[src/rtl/core/frame_pool_and_queue_manager_defines.svh]
// assertion macros shared by the rtl files
// the including module must have clk and rst_n in scope
`ifndef FRAME_POOL_AND_QUEUE_MANAGER_DEFINES_SVH
`define FRAME_POOL_AND_QUEUE_MANAGER_DEFINES_SVH

`ifndef NO_ASSERTIONS

`define FPQM_ASSERT_ALW(lbl, cond) \
  lbl: assert property (@(posedge clk) disable iff (!rst_n) (cond)) \
    else $error("%m: invariant violated");

`define FPQM_ASSERT_IMP(lbl, ante, cons) \
  lbl: assert property (@(posedge clk) disable iff (!rst_n) (ante) |-> (cons)) \
    else $error("%m: same-cycle check failed");

`define FPQM_ASSERT_NXT(lbl, ante, cons) \
  lbl: assert property (@(posedge clk) disable iff (!rst_n) (ante) |=> (cons)) \
    else $error("%m: next-cycle check failed");

`else

`define FPQM_ASSERT_ALW(lbl, cond)
`define FPQM_ASSERT_IMP(lbl, ante, cons)
`define FPQM_ASSERT_NXT(lbl, ante, cons)

`endif

`endif

[src/rtl/core/fpqm_pkg.sv]
`timescale 1ns / 1ps

package fpqm_pkg;

  localparam int TYPE_W     = 3;
  localparam int IDX_W      = 3;
  localparam int STAT_W     = 3;
  localparam int FIU_W      = 4;
  localparam int CNT_W      = 4;
  localparam int CFG_ADDR_W = 3;
  localparam int CFG_DATA_W = 32;

  localparam logic [FIU_W-1:0] FIU_RESET = 4'd8;

  typedef enum logic [TYPE_W-1:0] {
    REQ_BORROW = 3'd0,
    REQ_GIVE   = 3'd1,
    REQ_PUSH   = 3'd2,
    REQ_POP    = 3'd3,
    REQ_STOP   = 3'd4
  } req_t;

  typedef enum logic [STAT_W-1:0] {
    ST_OK        = 3'd0,
    ST_EXHAUSTED = 3'd1,
    ST_FULL      = 3'd2,
    ST_EMPTY     = 3'd3,
    ST_STOPPED   = 3'd4
  } status_t;

  // command from the request decoder to the pool
  typedef struct packed {
    logic             borrow;
    logic             give;
    logic [IDX_W-1:0] give_idx;
  } pool_cmd_t;

  // pool status back to the request decoder
  typedef struct packed {
    logic             ready;
    logic             done;
    logic             found;
    logic [IDX_W-1:0] res_idx;
  } pool_sts_t;

endpackage

[src/rtl/core/fpqm_req_if.sv]
`timescale 1ns / 1ps

interface fpqm_req_if;
  import fpqm_pkg::*;

  logic              valid;
  logic              ready;
  logic [TYPE_W-1:0] req_type;
  logic [IDX_W-1:0]  frame_index;

  modport source (output valid, output req_type, output frame_index, input ready);
  modport sink   (input valid, input req_type, input frame_index, output ready);
endinterface

[src/rtl/core/fpqm_rsp_if.sv]
`timescale 1ns / 1ps

interface fpqm_rsp_if;
  import fpqm_pkg::*;

  logic              valid;
  logic              ready;
  logic [IDX_W-1:0]  result_index;
  logic [STAT_W-1:0] status;

  modport source (output valid, output result_index, output status, input ready);
  modport sink   (input valid, input result_index, input status, output ready);
endinterface

[src/rtl/core/fpqm_pool.sv]
`timescale 1ns / 1ps
`include "frame_pool_and_queue_manager_defines.svh"

module fpqm_pool #(
  parameter int POOL_SIZE = 8,
  localparam int PTR_W = (POOL_SIZE > 1) ? $clog2(POOL_SIZE) : 1,
  localparam int CMP_W = (PTR_W + 1 > fpqm_pkg::CNT_W) ? PTR_W + 1 : fpqm_pkg::CNT_W
) (
  input  logic                clk,
  input  logic                rst_n,
  input  fpqm_pkg::pool_cmd_t cmd,
  input  logic [CMP_W-1:0]    n_len,
  output fpqm_pkg::pool_sts_t sts
);
  import fpqm_pkg::*;

  localparam logic [CMP_W-1:0] POOL_LIM = CMP_W'(POOL_SIZE);
  localparam logic [PTR_W-1:0] LAST_SLOT = PTR_W'(POOL_SIZE - 1);

  typedef enum logic [1:0] {P_CLEAR, P_IDLE, P_SCAN} pool_state_t;

  function automatic logic [PTR_W-1:0] fit_ptr(input logic [PTR_W-1:0] p,
                                               input logic [CMP_W-1:0] n);
    fit_ptr = (CMP_W'(p) >= n) ? '0 : p;
  endfunction

  function automatic logic [PTR_W-1:0] next_ptr(input logic [PTR_W-1:0] p,
                                                input logic [CMP_W-1:0] n);
    logic [CMP_W-1:0] p1;
    p1 = CMP_W'(p) + 1'b1;
    next_ptr = (p1 >= n) ? '0 : p1[PTR_W-1:0];
  endfunction

  pool_state_t      state_r, state_nxt;
  logic [PTR_W-1:0] head_r, head_nxt;
  logic [PTR_W-1:0] clr_r, clr_nxt;
  logic [PTR_W-1:0] slot_r, slot_nxt;
  logic [CMP_W-1:0] left_r, left_nxt;
  logic [CMP_W-1:0] n_r, n_nxt;

  // busy flags, one bit per frame
  logic             busy_mem [POOL_SIZE];
  logic             flag_q;
  logic             mem_we;
  logic [PTR_W-1:0] mem_waddr;
  logic             mem_wdata;
  logic [PTR_W-1:0] mem_raddr;

  logic [PTR_W-1:0] head_fit;
  logic [PTR_W-1:0] slot_next;
  logic [CMP_W-1:0] give_ext;

  assign head_fit  = fit_ptr(head_r, n_len);
  assign slot_next = next_ptr(slot_r, n_r);
  assign give_ext  = CMP_W'(cmd.give_idx);

  always_comb begin
    state_nxt   = state_r;
    head_nxt    = head_r;
    clr_nxt     = clr_r;
    slot_nxt    = slot_r;
    left_nxt    = left_r;
    n_nxt       = n_r;
    mem_we      = 1'b0;
    mem_waddr   = clr_r;
    mem_wdata   = 1'b0;
    mem_raddr   = head_fit;
    sts.ready   = (state_r == P_IDLE);
    sts.done    = 1'b0;
    sts.found   = 1'b0;
    sts.res_idx = IDX_W'(slot_r);
    case (state_r)
      P_CLEAR: begin
        mem_we  = 1'b1;
        clr_nxt = clr_r + 1'b1;
        if (clr_r == LAST_SLOT) begin
          state_nxt = P_IDLE;
        end
      end
      P_IDLE: begin
        if (cmd.give && (give_ext < POOL_LIM)) begin
          mem_we    = 1'b1;
          mem_waddr = give_ext[PTR_W-1:0];
        end
        if (cmd.borrow) begin
          slot_nxt  = head_fit;
          left_nxt  = n_len - 1'b1;
          n_nxt     = n_len;
          state_nxt = P_SCAN;
        end
      end
      P_SCAN: begin
        // flag_q belongs to slot_r; the next slot is read ahead
        if (!flag_q) begin
          mem_we    = 1'b1;
          mem_waddr = slot_r;
          mem_wdata = 1'b1;
          sts.done  = 1'b1;
          sts.found = 1'b1;
          head_nxt  = slot_next;
          state_nxt = P_IDLE;
        end else if (left_r == '0) begin
          sts.done  = 1'b1;
          head_nxt  = slot_next;
          state_nxt = P_IDLE;
        end else begin
          mem_raddr = slot_next;
          slot_nxt  = slot_next;
          left_nxt  = left_r - 1'b1;
        end
      end
      default: state_nxt = P_IDLE;
    endcase
  end

  always_ff @(posedge clk) begin
    if (!rst_n) begin
      state_r <= P_CLEAR;
      head_r  <= '0;
      clr_r   <= '0;
    end else begin
      state_r <= state_nxt;
      head_r  <= head_nxt;
      clr_r   <= clr_nxt;
    end
    slot_r <= slot_nxt;
    left_r <= left_nxt;
    n_r    <= n_nxt;
  end

  always_ff @(posedge clk) begin
    if (mem_we) begin
      busy_mem[mem_waddr] <= mem_wdata;
    end
    flag_q <= busy_mem[mem_raddr];
  end

  `FPQM_ASSERT_IMP(a_scan_left, state_r == P_SCAN, left_r < n_r)
  `FPQM_ASSERT_IMP(a_borrow_idle, cmd.borrow, state_r == P_IDLE)
  `FPQM_ASSERT_IMP(a_clear_quiet, state_r == P_CLEAR, !cmd.borrow && !cmd.give)

endmodule

[src/rtl/core/frame_pool_and_queue_manager.sv]
`timescale 1ns / 1ps
// results: give back, push, stop, a refused pop and unknown types are decided when accepted;
//   a pop first registers the queue entry; a borrow scans up to n flags, n the pool length
// throughput: one item at a time, the next accepted once the result is registered;
//   a borrow is set by the busy-flag memory, one flag read per cycle
// reset: synchronous, active low; a clearing pass then frees every
//   busy flag while no item is accepted (configuration writes are still taken)
`include "frame_pool_and_queue_manager_defines.svh"

module frame_pool_and_queue_manager #(
  parameter int POOL_SIZE = 8
) (
  input  logic                            clk,
  input  logic                            rst_n,
  fpqm_req_if.sink                        in_ch,
  fpqm_rsp_if.source                      out_ch,
  input  logic                            psel,
  input  logic                            penable,
  input  logic                            pwrite,
  input  logic [fpqm_pkg::CFG_ADDR_W-1:0] paddr,
  input  logic [fpqm_pkg::CFG_DATA_W-1:0] pwdata,
  output logic [fpqm_pkg::CFG_DATA_W-1:0] prdata,
  output logic                            pready
);
  import fpqm_pkg::*;

  localparam int PTR_W = (POOL_SIZE > 1) ? $clog2(POOL_SIZE) : 1;
  localparam int CMP_W = (PTR_W + 1 > CNT_W) ? PTR_W + 1 : CNT_W;
  localparam logic [CMP_W-1:0] POOL_LIM = CMP_W'(POOL_SIZE);

  // register index is the word address bit above the byte offset
  localparam logic REG_FRAMES_IN_USE = 1'b0;

  typedef enum logic [1:0] {T_IDLE, T_BORROW, T_POP, T_HOLD} top_state_t;

  function automatic logic [PTR_W-1:0] fit_ptr(input logic [PTR_W-1:0] p,
                                               input logic [CMP_W-1:0] n);
    fit_ptr = (CMP_W'(p) >= n) ? '0 : p;
  endfunction

  function automatic logic [PTR_W-1:0] next_ptr(input logic [PTR_W-1:0] p,
                                                input logic [CMP_W-1:0] n);
    logic [CMP_W-1:0] p1;
    p1 = CMP_W'(p) + 1'b1;
    next_ptr = (p1 >= n) ? '0 : p1[PTR_W-1:0];
  endfunction

  // control state
  top_state_t        state_r, state_nxt;
  logic [FIU_W-1:0]  fiu_r, fiu_nxt;
  logic [PTR_W-1:0]  wr_ptr_r, wr_ptr_nxt;
  logic [PTR_W-1:0]  rd_ptr_r, rd_ptr_nxt;
  logic [CNT_W-1:0]  cnt_r, cnt_nxt;
  logic              stop_r, stop_nxt;
  logic              out_valid_r, out_valid_nxt;

  // payload
  logic [IDX_W-1:0]  out_idx_r, out_idx_nxt;
  logic [STAT_W-1:0] out_st_r, out_st_nxt;
  logic [IDX_W-1:0]  hold_idx_r, hold_idx_nxt;
  status_t           hold_st_r, hold_st_nxt;

  // queue of frame indices
  logic [IDX_W-1:0]  q_mem [POOL_SIZE];
  logic [IDX_W-1:0]  q_rd_r;
  logic              q_we;

  logic              in_acc;
  logic              cfg_wr;
  logic [CMP_W-1:0]  n_len;
  logic [PTR_W-1:0]  wr_fit;
  logic [PTR_W-1:0]  rd_fit;
  logic              res_vld;
  logic [IDX_W-1:0]  res_idx;
  status_t           res_st;
  pool_cmd_t         pcmd;
  pool_sts_t         psts;

  fpqm_pool #(
    .POOL_SIZE (POOL_SIZE)
  ) u_pool (
    .clk   (clk),
    .rst_n (rst_n),
    .cmd   (pcmd),
    .n_len (n_len),
    .sts   (psts)
  );

  // effective pool length: zero acts as one, capped at the pool size
  always_comb begin
    if (fiu_r == '0) begin
      n_len = CMP_W'(1);
    end else if (CMP_W'(fiu_r) > POOL_LIM) begin
      n_len = POOL_LIM;
    end else begin
      n_len = CMP_W'(fiu_r);
    end
  end

  // pointers left beyond a shrunk pool act as zero
  assign wr_fit = fit_ptr(wr_ptr_r, n_len);
  assign rd_fit = fit_ptr(rd_ptr_r, n_len);

  assign in_acc       = in_ch.valid && in_ch.ready;
  assign in_ch.ready  = (state_r == T_IDLE) && psts.ready;

  assign out_ch.valid        = out_valid_r;
  assign out_ch.result_index = out_idx_r;
  assign out_ch.status       = out_st_r;

  // configuration port, no wait states
  assign pready = 1'b1;
  assign cfg_wr = psel && penable && pwrite && (paddr[CFG_ADDR_W-1] == REG_FRAMES_IN_USE);
  assign prdata = (paddr[CFG_ADDR_W-1] == REG_FRAMES_IN_USE) ? CFG_DATA_W'(fiu_r) : '0;
  assign fiu_nxt = cfg_wr ? pwdata[FIU_W-1:0] : fiu_r;

  always_comb begin
    state_nxt     = state_r;
    wr_ptr_nxt    = wr_ptr_r;
    rd_ptr_nxt    = rd_ptr_r;
    cnt_nxt       = cnt_r;
    stop_nxt      = stop_r;
    hold_idx_nxt  = hold_idx_r;
    hold_st_nxt   = hold_st_r;
    out_valid_nxt = out_valid_r && !out_ch.ready;
    out_idx_nxt   = out_idx_r;
    out_st_nxt    = out_st_r;
    res_vld       = 1'b0;
    res_idx       = '0;
    res_st        = ST_OK;
    q_we          = 1'b0;
    pcmd.borrow   = 1'b0;
    pcmd.give     = 1'b0;
    pcmd.give_idx = in_ch.frame_index;

    case (state_r)
      T_IDLE: begin
        if (in_acc) begin
          case (in_ch.req_type)
            REQ_BORROW: begin
              pcmd.borrow = 1'b1;
              state_nxt   = T_BORROW;
            end
            REQ_GIVE: begin
              pcmd.give = 1'b1;
              res_vld   = 1'b1;
            end
            REQ_PUSH: begin
              res_vld = 1'b1;
              if (CMP_W'(cnt_r) >= n_len) begin
                res_st = ST_FULL;
              end else begin
                q_we       = 1'b1;
                wr_ptr_nxt = next_ptr(wr_fit, n_len);
                cnt_nxt    = cnt_r + 1'b1;
              end
            end
            REQ_POP: begin
              if (stop_r) begin
                res_vld = 1'b1;
                res_st  = ST_STOPPED;
              end else if (cnt_r == '0) begin
                res_vld = 1'b1;
                res_st  = ST_EMPTY;
              end else begin
                // entry is read at this edge, result in the next cycle
                rd_ptr_nxt = next_ptr(rd_fit, n_len);
                cnt_nxt    = cnt_r - 1'b1;
                state_nxt  = T_POP;
              end
            end
            REQ_STOP: begin
              stop_nxt = 1'b1;
              res_vld  = 1'b1;
            end
            default: res_vld = 1'b1;
          endcase
        end
      end
      T_BORROW: begin
        if (psts.done) begin
          res_vld = 1'b1;
          res_idx = psts.found ? psts.res_idx : '0;
          res_st  = psts.found ? ST_OK : ST_EXHAUSTED;
        end
      end
      T_POP: begin
        res_vld = 1'b1;
        res_idx = q_rd_r;
      end
      T_HOLD: begin
        res_vld = 1'b1;
        res_idx = hold_idx_r;
        res_st  = hold_st_r;
      end
      default: state_nxt = T_IDLE;
    endcase

    // finished result goes to the output register, or waits while it is full
    if (res_vld) begin
      if (!out_valid_r || out_ch.ready) begin
        out_valid_nxt = 1'b1;
        out_idx_nxt   = res_idx;
        out_st_nxt    = res_st;
        state_nxt     = T_IDLE;
      end else begin
        hold_idx_nxt = res_idx;
        hold_st_nxt  = res_st;
        state_nxt    = T_HOLD;
      end
    end
  end

  always_ff @(posedge clk) begin
    if (!rst_n) begin
      state_r     <= T_IDLE;
      fiu_r       <= FIU_RESET;
      wr_ptr_r    <= '0;
      rd_ptr_r    <= '0;
      cnt_r       <= '0;
      stop_r      <= 1'b0;
      out_valid_r <= 1'b0;
    end else begin
      state_r     <= state_nxt;
      fiu_r       <= fiu_nxt;
      wr_ptr_r    <= wr_ptr_nxt;
      rd_ptr_r    <= rd_ptr_nxt;
      cnt_r       <= cnt_nxt;
      stop_r      <= stop_nxt;
      out_valid_r <= out_valid_nxt;
    end
    out_idx_r  <= out_idx_nxt;
    out_st_r   <= out_st_nxt;
    hold_idx_r <= hold_idx_nxt;
    hold_st_r  <= hold_st_nxt;
  end

  // queue store, one write and one registered read per cycle
  always_ff @(posedge clk) begin
    if (q_we) begin
      q_mem[wr_fit] <= in_ch.frame_index;
    end
    q_rd_r <= q_mem[rd_fit];
  end

  `FPQM_ASSERT_ALW(a_cnt_bound, CMP_W'(cnt_r) <= POOL_LIM)
  `FPQM_ASSERT_NXT(a_push_count, q_we, cnt_r == $past(cnt_r) + 1'b1)
  `FPQM_ASSERT_IMP(a_hold_full, state_r == T_HOLD, out_valid_r)
  `FPQM_ASSERT_NXT(a_stop_sticky, stop_r, stop_r)

endmodule
[src/flat_wrapper.sv]
// flat-port wrapper written by rule: the top's interface ports become plain ports
module frame_pool_and_queue_manager_flat import fpqm_pkg::*;
#(
  parameter int POOL_SIZE = 8
)
  (clk, rst_n, psel, penable, pwrite, paddr, pwdata, prdata, pready, in_ch_valid, in_ch_req_type, in_ch_frame_index, in_ch_ready, out_ch_valid, out_ch_result_index, out_ch_status, out_ch_ready);
  fpqm_req_if in_ch_i ();
  fpqm_rsp_if out_ch_i ();
  input  logic clk;
  input  logic rst_n;
  input  logic psel;
  input  logic penable;
  input  logic pwrite;
  input  logic [fpqm_pkg::CFG_ADDR_W-1:0] paddr;
  input  logic [fpqm_pkg::CFG_DATA_W-1:0] pwdata;
  output logic [fpqm_pkg::CFG_DATA_W-1:0] prdata;
  output logic pready;
  input wire logic [$bits(in_ch_i.valid)-1:0] in_ch_valid;
  input wire logic [$bits(in_ch_i.req_type)-1:0] in_ch_req_type;
  input wire logic [$bits(in_ch_i.frame_index)-1:0] in_ch_frame_index;
  output wire logic [$bits(in_ch_i.ready)-1:0] in_ch_ready;
  output wire logic [$bits(out_ch_i.valid)-1:0] out_ch_valid;
  output wire logic [$bits(out_ch_i.result_index)-1:0] out_ch_result_index;
  output wire logic [$bits(out_ch_i.status)-1:0] out_ch_status;
  input wire logic [$bits(out_ch_i.ready)-1:0] out_ch_ready;
  assign in_ch_i.valid = in_ch_valid;
  assign in_ch_i.req_type = in_ch_req_type;
  assign in_ch_i.frame_index = in_ch_frame_index;
  assign in_ch_ready = in_ch_i.ready;
  assign out_ch_valid = out_ch_i.valid;
  assign out_ch_result_index = out_ch_i.result_index;
  assign out_ch_status = out_ch_i.status;
  assign out_ch_i.ready = out_ch_ready;
  frame_pool_and_queue_manager #(.POOL_SIZE(POOL_SIZE)) u_core (.clk(clk), .rst_n(rst_n), .in_ch(in_ch_i), .out_ch(out_ch_i), .psel(psel), .penable(penable), .pwrite(pwrite), .paddr(paddr), .pwdata(pwdata), .prdata(prdata), .pready(pready));
endmodule
[config.mk]
export PLATFORM = sky130hd
export DESIGN_NAME = frame_pool_and_queue_manager_flat
export DESIGN_NICKNAME = d
export VERILOG_FILES = /design/src/rtl/core/fpqm_pkg.sv /design/src/rtl/core/fpqm_req_if.sv /design/src/rtl/core/fpqm_rsp_if.sv /design/src/rtl/core/fpqm_pool.sv /design/src/rtl/core/frame_pool_and_queue_manager.sv /design/src/flat_wrapper.sv
export VERILOG_INCLUDE_DIRS = /design/src /design/src/rtl/core
export SDC_FILE = /design/constraint.sdc
export NUM_CORES = 1
export LEC_CHECK = 0
export BUFFER_PORTS_ARGS = -buffer_cell sky130_fd_sc_hd__buf_2
export CAP_MARGIN = 20
export CORE_MARGIN = 4
export CORE_UTILIZATION = 51
export DETAILED_ROUTE_END_ITERATION = 16
export GPL_TIMING_DRIVEN = 0
export PLACE_DENSITY = 0.77
export RECOVER_POWER = 100
export SLEW_MARGIN = 20
export SYNTH_ARGS = -nofsm -noshare
export SYNTH_HDL_FRONTEND = slang
export SYNTH_HIERARCHICAL = 1
export SYNTH_SLANG_ARGS = --single-unit
[constraint.sdc]
create_clock -name clk -period 3.7 [get_ports clk]
set_clock_uncertainty 0.2 [all_clocks]
set_input_delay 0.185 -clock clk [delete_from_list [all_inputs] [get_ports clk]]
set_output_delay 0.185 -clock clk [all_outputs]
set_load 0.01 [all_outputs]
; ---- Word-level counts from Yosys, hierarchy flattened
; Memories as Yosys holds them, arrays and structs flattened. A register that Yosys moved wholly into a read port is not among the register bits.
; Cells that the tools add are included.
; Widths: inputs -> output; s select.
[op_classes]
mul = 0
reduce_logical = 33
n_div = 0
eq_ne = 21
n_bitwise = 5
addsub = 8
shifts = 0
mux = 79
magnitude_cmp = 9
[ops]
columns = operator, count
row1 = $mux 3, 21
row2 = $mux 4, 9
row3 = $mux 2, 15
row4 = $mux 1, 22
row5 = $pmux 3 s2, 3
row6 = $pmux 3 s3, 2
row7 = $ge 4x4->1, 4
row8 = $pmux 4 s2, 2
row9 = $add 3x1->4 const B, 3
row10 = $ge 3x4->1, 3
row11 = $logic_not 4->1, 3
row12 = $ne 2x2->1 const B, 6
row13 = $sub 4x1->4 const B, 3
row14 = $reduce_and 5->1, 2
row15 = $reduce_and 2->1, 4
row16 = $reduce_and 4->1, 2
row17 = $reduce_bool 2->1, 4
row18 = $logic_and 1x1->1, 7
row19 = $eq 2x2->1 const B, 3
row20 = $eq 3x2->1 const B, 2
row21 = $eq 3x3->1 const B, 2
row22 = $ne 3x3->1 const B, 2
row23 = $pmux 1 s3, 2
row24 = $pmux 2 s3, 1
row25 = 19 further kinds, 28
[totals]
memories = 2
reg_bits = 49
ramBits = 32
inputBits = 48
latchBits = 0
rom_bits = 0
[mem_list]
columns = memory, depth, word_bits, read_ports, rd_ports_with_merged_regs, wr, line
row1 = u_core.q_mem, 8, 3, 1, 1, 1, frame_pool_and_queue_manager.sv:64  ; logic [IDX_W-1:0] q_mem [POOL_SIZE];
row2 = u_core.u_pool.busy_mem, 8, 1, 1, 1, 1, fpqm_pool.sv:42  ; logic busy_mem [POOL_SIZE];

; ---- Depth between registers and ports, before layout
[logic_depth]
ltp_word = 10
depth_mapped = 17

; ---- Cells and area by module
; Netlist, hierarchy kept.
[by_module_without_submodules]
columns = module, area_each_um2, cells_per_inst, n_inst
row1 = frame_pool_and_queue_manager, 3290.7, 315, 1
row2 = fpqm_pool, 1746.7, 171, 1

; ---- Worst setup path after synthesis
; Ideal clock, no wire load.
[synth_path]
kind = reg2reg
startpoint = register u_core.fiu_r[1]
endpoint = register u_core.rd_ptr_r[2]
path_stages_with_launch = 17
required_ns = 3.426
setup_slack_ns = -0.190
arrival_ns = 3.616
cell_sequence = dfxtp_1 nor2_1 nor2_1 nor2_1 ha_1 nand2b_1 a211oi_1 or3_1 clkbuf_1 nand2_1 inv_1 ha_1 ha_1 a211o_1 a211o_1 or4b_1 a31oi_1
[synth_between]
elab_chain_len = 8
[synth_rtl]
columns = item, line
row1 = "start, declared", frame_pool_and_queue_manager.sv:50  ; logic [FIU_W-1:0] fiu_r, fiu_nxt;
row2 = "start signal, assigned", frame_pool_and_queue_manager.sv:225  ; fiu_r <= fiu_nxt;
row3 = $gt 4x4->1, frame_pool_and_queue_manager.sv:93  ; end else if (CMP_W'(fiu_r) > POOL_LIM) begin
row4 = $mux 4, frame_pool_and_queue_manager.sv:93
row5 = $mux 4 (*), frame_pool_and_queue_manager.sv:91  ; if (fiu_r == '0) begin
row6 = net u_core.n_len[0], frame_pool_and_queue_manager.sv:70  ; logic [CMP_W-1:0] n_len;
row7 = $ge 3x4->1, frame_pool_and_queue_manager.sv:38  ; fit_ptr = (CMP_W'(p) >= n) ? '0 : p;
row8 = $mux 3, frame_pool_and_queue_manager.sv:38
row9 = $add 3x1->4, frame_pool_and_queue_manager.sv:44  ; p1 = CMP_W'(p) + 1'b1;
row10 = $ge 4x4->1, frame_pool_and_queue_manager.sv:45  ; next_ptr = (p1 >= n) ? '0 : p1[PTR_W-1:0];
row11 = $mux 3 (*), frame_pool_and_queue_manager.sv:45
row12 = "end signal, assigned", frame_pool_and_queue_manager.sv:227  ; rd_ptr_r <= rd_ptr_nxt;
row13 = "end, declared", frame_pool_and_queue_manager.sv:52  ; logic [PTR_W-1:0] rd_ptr_r, rd_ptr_nxt;
; The timed path passes the listed nets; every way through them passes the cells marked *.
; A chain may end at the register's enable or synchronous reset.

; ---- Worst setup path after layout
[layout_path]
startpoint = register u_core.fiu_r[2]
endpoint = register u_core.wr_ptr_r[2]
[layout_between]
elab_chain_len = 8
[layout_rtl]
columns = item, line
row1 = $gt 4x4->1, frame_pool_and_queue_manager.sv:93
row2 = $mux 4, frame_pool_and_queue_manager.sv:93
row3 = $mux 4 (*), frame_pool_and_queue_manager.sv:91
row4 = net u_core.n_len[0], frame_pool_and_queue_manager.sv:70
row5 = $ge 3x4->1, frame_pool_and_queue_manager.sv:38
row6 = $mux 3, frame_pool_and_queue_manager.sv:38
row7 = $add 3x1->4, frame_pool_and_queue_manager.sv:44
row8 = $ge 4x4->1, frame_pool_and_queue_manager.sv:45
row9 = $mux 3, frame_pool_and_queue_manager.sv:45
row10 = "end signal, assigned", frame_pool_and_queue_manager.sv:226  ; wr_ptr_r <= wr_ptr_nxt;
row11 = "end, declared", frame_pool_and_queue_manager.sv:51  ; logic [PTR_W-1:0] wr_ptr_r, wr_ptr_nxt;
; Marked as above.

==> results.md <==
* Outcome: finished clean
* Register area share after synthesis at 44.7%
* Reg2reg start: u_core/fiu_r[2]
* Die Wd at 107 um
* Overflow after GRT at 0
* Reg clk slew, reported paths at 0.10 ns
* Final WL at 10.4 mm
* H-tree Lvls at 3
* Setup TNS at 0 ns
* CTS tree: done
* Rows at 36
* Syn Inst Count at 486
* Total power draw at 2110 uW
* All-Layer GR Usage at 18.7%
* Initial antenna violation count at 0
* CP Launch Type: flip-flop
* DP HPWL at 7.54 mm
* Worst-path maximum fanout at 7
* Avg WL per Cell at 14.7 um
* Area Growth Syn to Fin at 17.5%
* Area of the multi-input gates at 2580 um2
* CTS root buf: clkbuf_8
* Hold_sp: in_ch_req_type[0]
* Min Tclk post-route at 3.56 ns
* Max_cap viols at 0
* Final setup violation count at 0
* Worst reg2reg setup slack at 0.14 ns
* Worst-case clock buffer depth at 2
* Number of iterations in the first detailed-routing pass at 5
* Util after Layout at 61.1%
* Drt initial violations at 221
* Reg area at 2260 um2
* Critical setup path kind: reg -> reg
* RR Endpoint: u_core/wr_ptr_r[2]
* Clock Sinks at 85
* YS warnings at 6
* Hold Fails Final Rpt at 0
* Yosys cell types at 64
* Worst slew margin at 27.6%
* GP Congestion at 0.827
* Vias per inst at 5.34
* # DRC at 0
* Period Utilization, post-route at 96.1%
* Largest net degree at the start of global routing at 17
* Vias in the first global route at 3618
* Die Y at 107 um
* ANT cells at 0
* Via count of the routed design at 3772
* Pins over their slew limit at 0
* PD cells at 356 nW/um2
* Share of cells above drive strength 1 at 20.2%
* Detail Route Antenna Nets at 0
* Critical Path RT at 3.75 ns
* Async set or reset register ratio after synthesis at 0%
* Mapped cell area at 5040 um2
* Element type at the critical path end: flip-flop
* Critical path startpoint: u_core/fiu_r[2]
* Initial core utilization at 52.0%
* F_max at 281 MHz
* Setup crit end: u_core/wr_ptr_r[2]
* Final nets at 655
* Worst skew pair latency at 0.36 ns
* Arr. time, crit path at 3.60 ns
* Fillers at 748
* R2r worst-path depth at 15
* Die area at 11500 um2
* Core box area at 9680 um2
* Leakage at 0.00234 uW
* HP Class: in -> reg
* Yosys reg bits at 85
* Post-synth EDFFs at 55
* First-pass GRT wire length at 17.3 mm
* # port buffers at 28
* Avg Cell Area, Syn at 10.4 um2
* TritonCTS Buffers at 9
* Main synth FF type: edfxtp_1
* Worst-margin pin slew at 1.08 ns
* Num ports at 89
* Max VDD drop at 0.000228 V
[critical path, stage by stage (launching register included)]
cell and delay, ns:
dfxtp_2 0.33, nor2_2 0.11, nor2_2 0.05, nor2_4 0.12, buf_4 0.20, ha_1 0.24
nand2b_1 0.14, a211o_1 0.29, o211ai_1 0.19, and2_4 0.23, ha_2 0.27, ha_1 0.28
a21oi_1 0.17, o21ai_1 0.14, or3_1 0.36, o311ai_0 0.11
[worst min path at each step]
stage	end	slack (ns)	cells after the start
finish	u_core/stop_r	0.06	4
global route	u_core/stop_r	0.09	4
CTS	u_core/state_r[0]	0.007	3
detailed placement	u_core/fiu_r[1]	0.23	3
global placement	u_core/fiu_r[1]	0.22	3
floorplan	u_core/fiu_r[3]	0.05	1
[cell families (layout without fill, tap and decap cells)]
logic type | after synthesis | in the layout | synth area share [%]
adders and majority gates | 38 | 38 | 9.59
buffers and inverters | 75 | 136 | 8.27
muxes | 26 | 26 | 6.36
and+or+nand+nor | 158 | 158 | 16.1
AOI/OAI and AO/OA | 93 | 93 | 13.2
DFF | 85 | 85 | 44.7
other | 2 | 29 | 0.149
xor gates and xnor gates | 9 | 9 | 1.56
[final cells by class]
| cell class | instances | area share [%] |
|---|---|---|
| timing repair buffer | 46 | 4.71 |
| multi-input combinational | 353 | 43.6 |
| clock inverter | 5 | 0.698 |
| inverter | 32 | 2.13 |
| tap | 133 | 2.81 |
| sequential | 85 | 38.2 |
| clock buffer | 11 | 2.94 |
| buffer | 42 | 4.92 |
[per-layer routing]
| layer | global-route usage, % | part of all wire (%) | up-vias |
|---|---|---|---|
| met5 | 0 | 0 | - |
| met4 | 6.13 | 1.5 | 0 |
| met3 | 2.76 | 4.6 | 14 |
| met2 | 32.2 | 50 | 97 |
| met1 | 24.2 | 44 | 1789 |
| li1 | - | - | 1872 |
[synth_stat cells (2+ instances only)]
master / number / share of area (%)
a2111oi_0: 3 / 0.52
a211o_1: 5 / 0.87
a211oi_1: 4 / 0.60
a21o_1: 2 / 0.30
a21oi_1: 21 / 2.1
a22o_1: 9 / 1.6
a22oi_1: 6 / 0.89
a32o_1: 3 / 0.60
and2_1: 5 / 0.62
and3_1: 3 / 0.37
buf_2: 3 / 0.30
buf_4: 31 / 4.6
buf_6: 2 / 0.45
clkbuf_1: 6 / 0.45
conb_1: 2 / 0.15
dfxtp_1: 30 / 12
edfxtp_1: 55 / 33
ha_1: 37 / 9.2
inv_1: 32 / 2.4
mux2_2: 8 / 1.8
mux2i_1: 14 / 2.8
mux4_2: 4 / 1.8
nand2_1: 42 / 3.1
nand2b_1: 12 / 1.5
nand3_1: 8 / 0.79
nand3b_1: 2 / 0.30
nand4bb_1: 2 / 0.45
nor2_1: 44 / 3.3
nor2b_1: 10 / 1.2
nor3_1: 5 / 0.50
nor3b_1: 2 / 0.30
nor4_1: 3 / 0.37
nor4b_1: 2 / 0.35
o211ai_1: 6 / 0.89
o21a_1: 4 / 0.60
o21ai_0: 14 / 1.4
o21bai_1: 2 / 0.30
o31ai_1: 2 / 0.30
or3_1: 7 / 0.87
or4_1: 3 / 0.45
xnor2_1: 5 / 0.87
xor2_1: 4 / 0.70
[placed cells by master, fill, tap and decap left out, drive strengths merged, types with 8 or more instances in the layout]
master,count
dfxtp,30
or3,8
mux2i,14
conb,29
a21oi,21
a22o,9
dlygate4sd3,9
inv,35
nand2b,12
mux2,8
o21ai,15
nor2,44
ha,37
buf,57
nand3,9
nor2b,10
clkbuf,33
nand2,42
edfxtp,55
[stage by stage]
stage                     cell area (um2)  cells  hold WS (ns)  setup slack (ns)
after floorplan                      5140    513        0.0469            0.0459
after global placement               5450    674         0.221            -0.346
after detailed placement             5450    674         0.230            -0.419
after CTS                            5850    705       0.00687            0.0133
after global routing                 5920    707        0.0929           -0.0180
final                                5920    707        0.0601             0.143
[timing repair]
action | CTS | global route
endpoints found under the setup margin | 5 | 6
pin swaps | 4 | 10
hold endpoints to repair | 30 | 0
hold buffers | 9 | 0
buffers inserted | 6 | 3
gates resized for setup | 16 | 19
[state kept, by name, indices dropped and copies added (netlist names), 4 cells and up]
signal,cells
u_core/q_mem,24
u_core/u_pool/busy_mem,8
u_core/cnt_r,4
u_core/fiu_r,4
u_core/u_pool/left_r,4
u_core/u_pool/n_r,4
[where the power goes]
part	internal [uW]	total, uW	switching (uW)
sequential	1060	1090	33.8
clock	335	689	354
combinational	143	331	187
No activity file was read; power rests on OpenSTA's default activity.
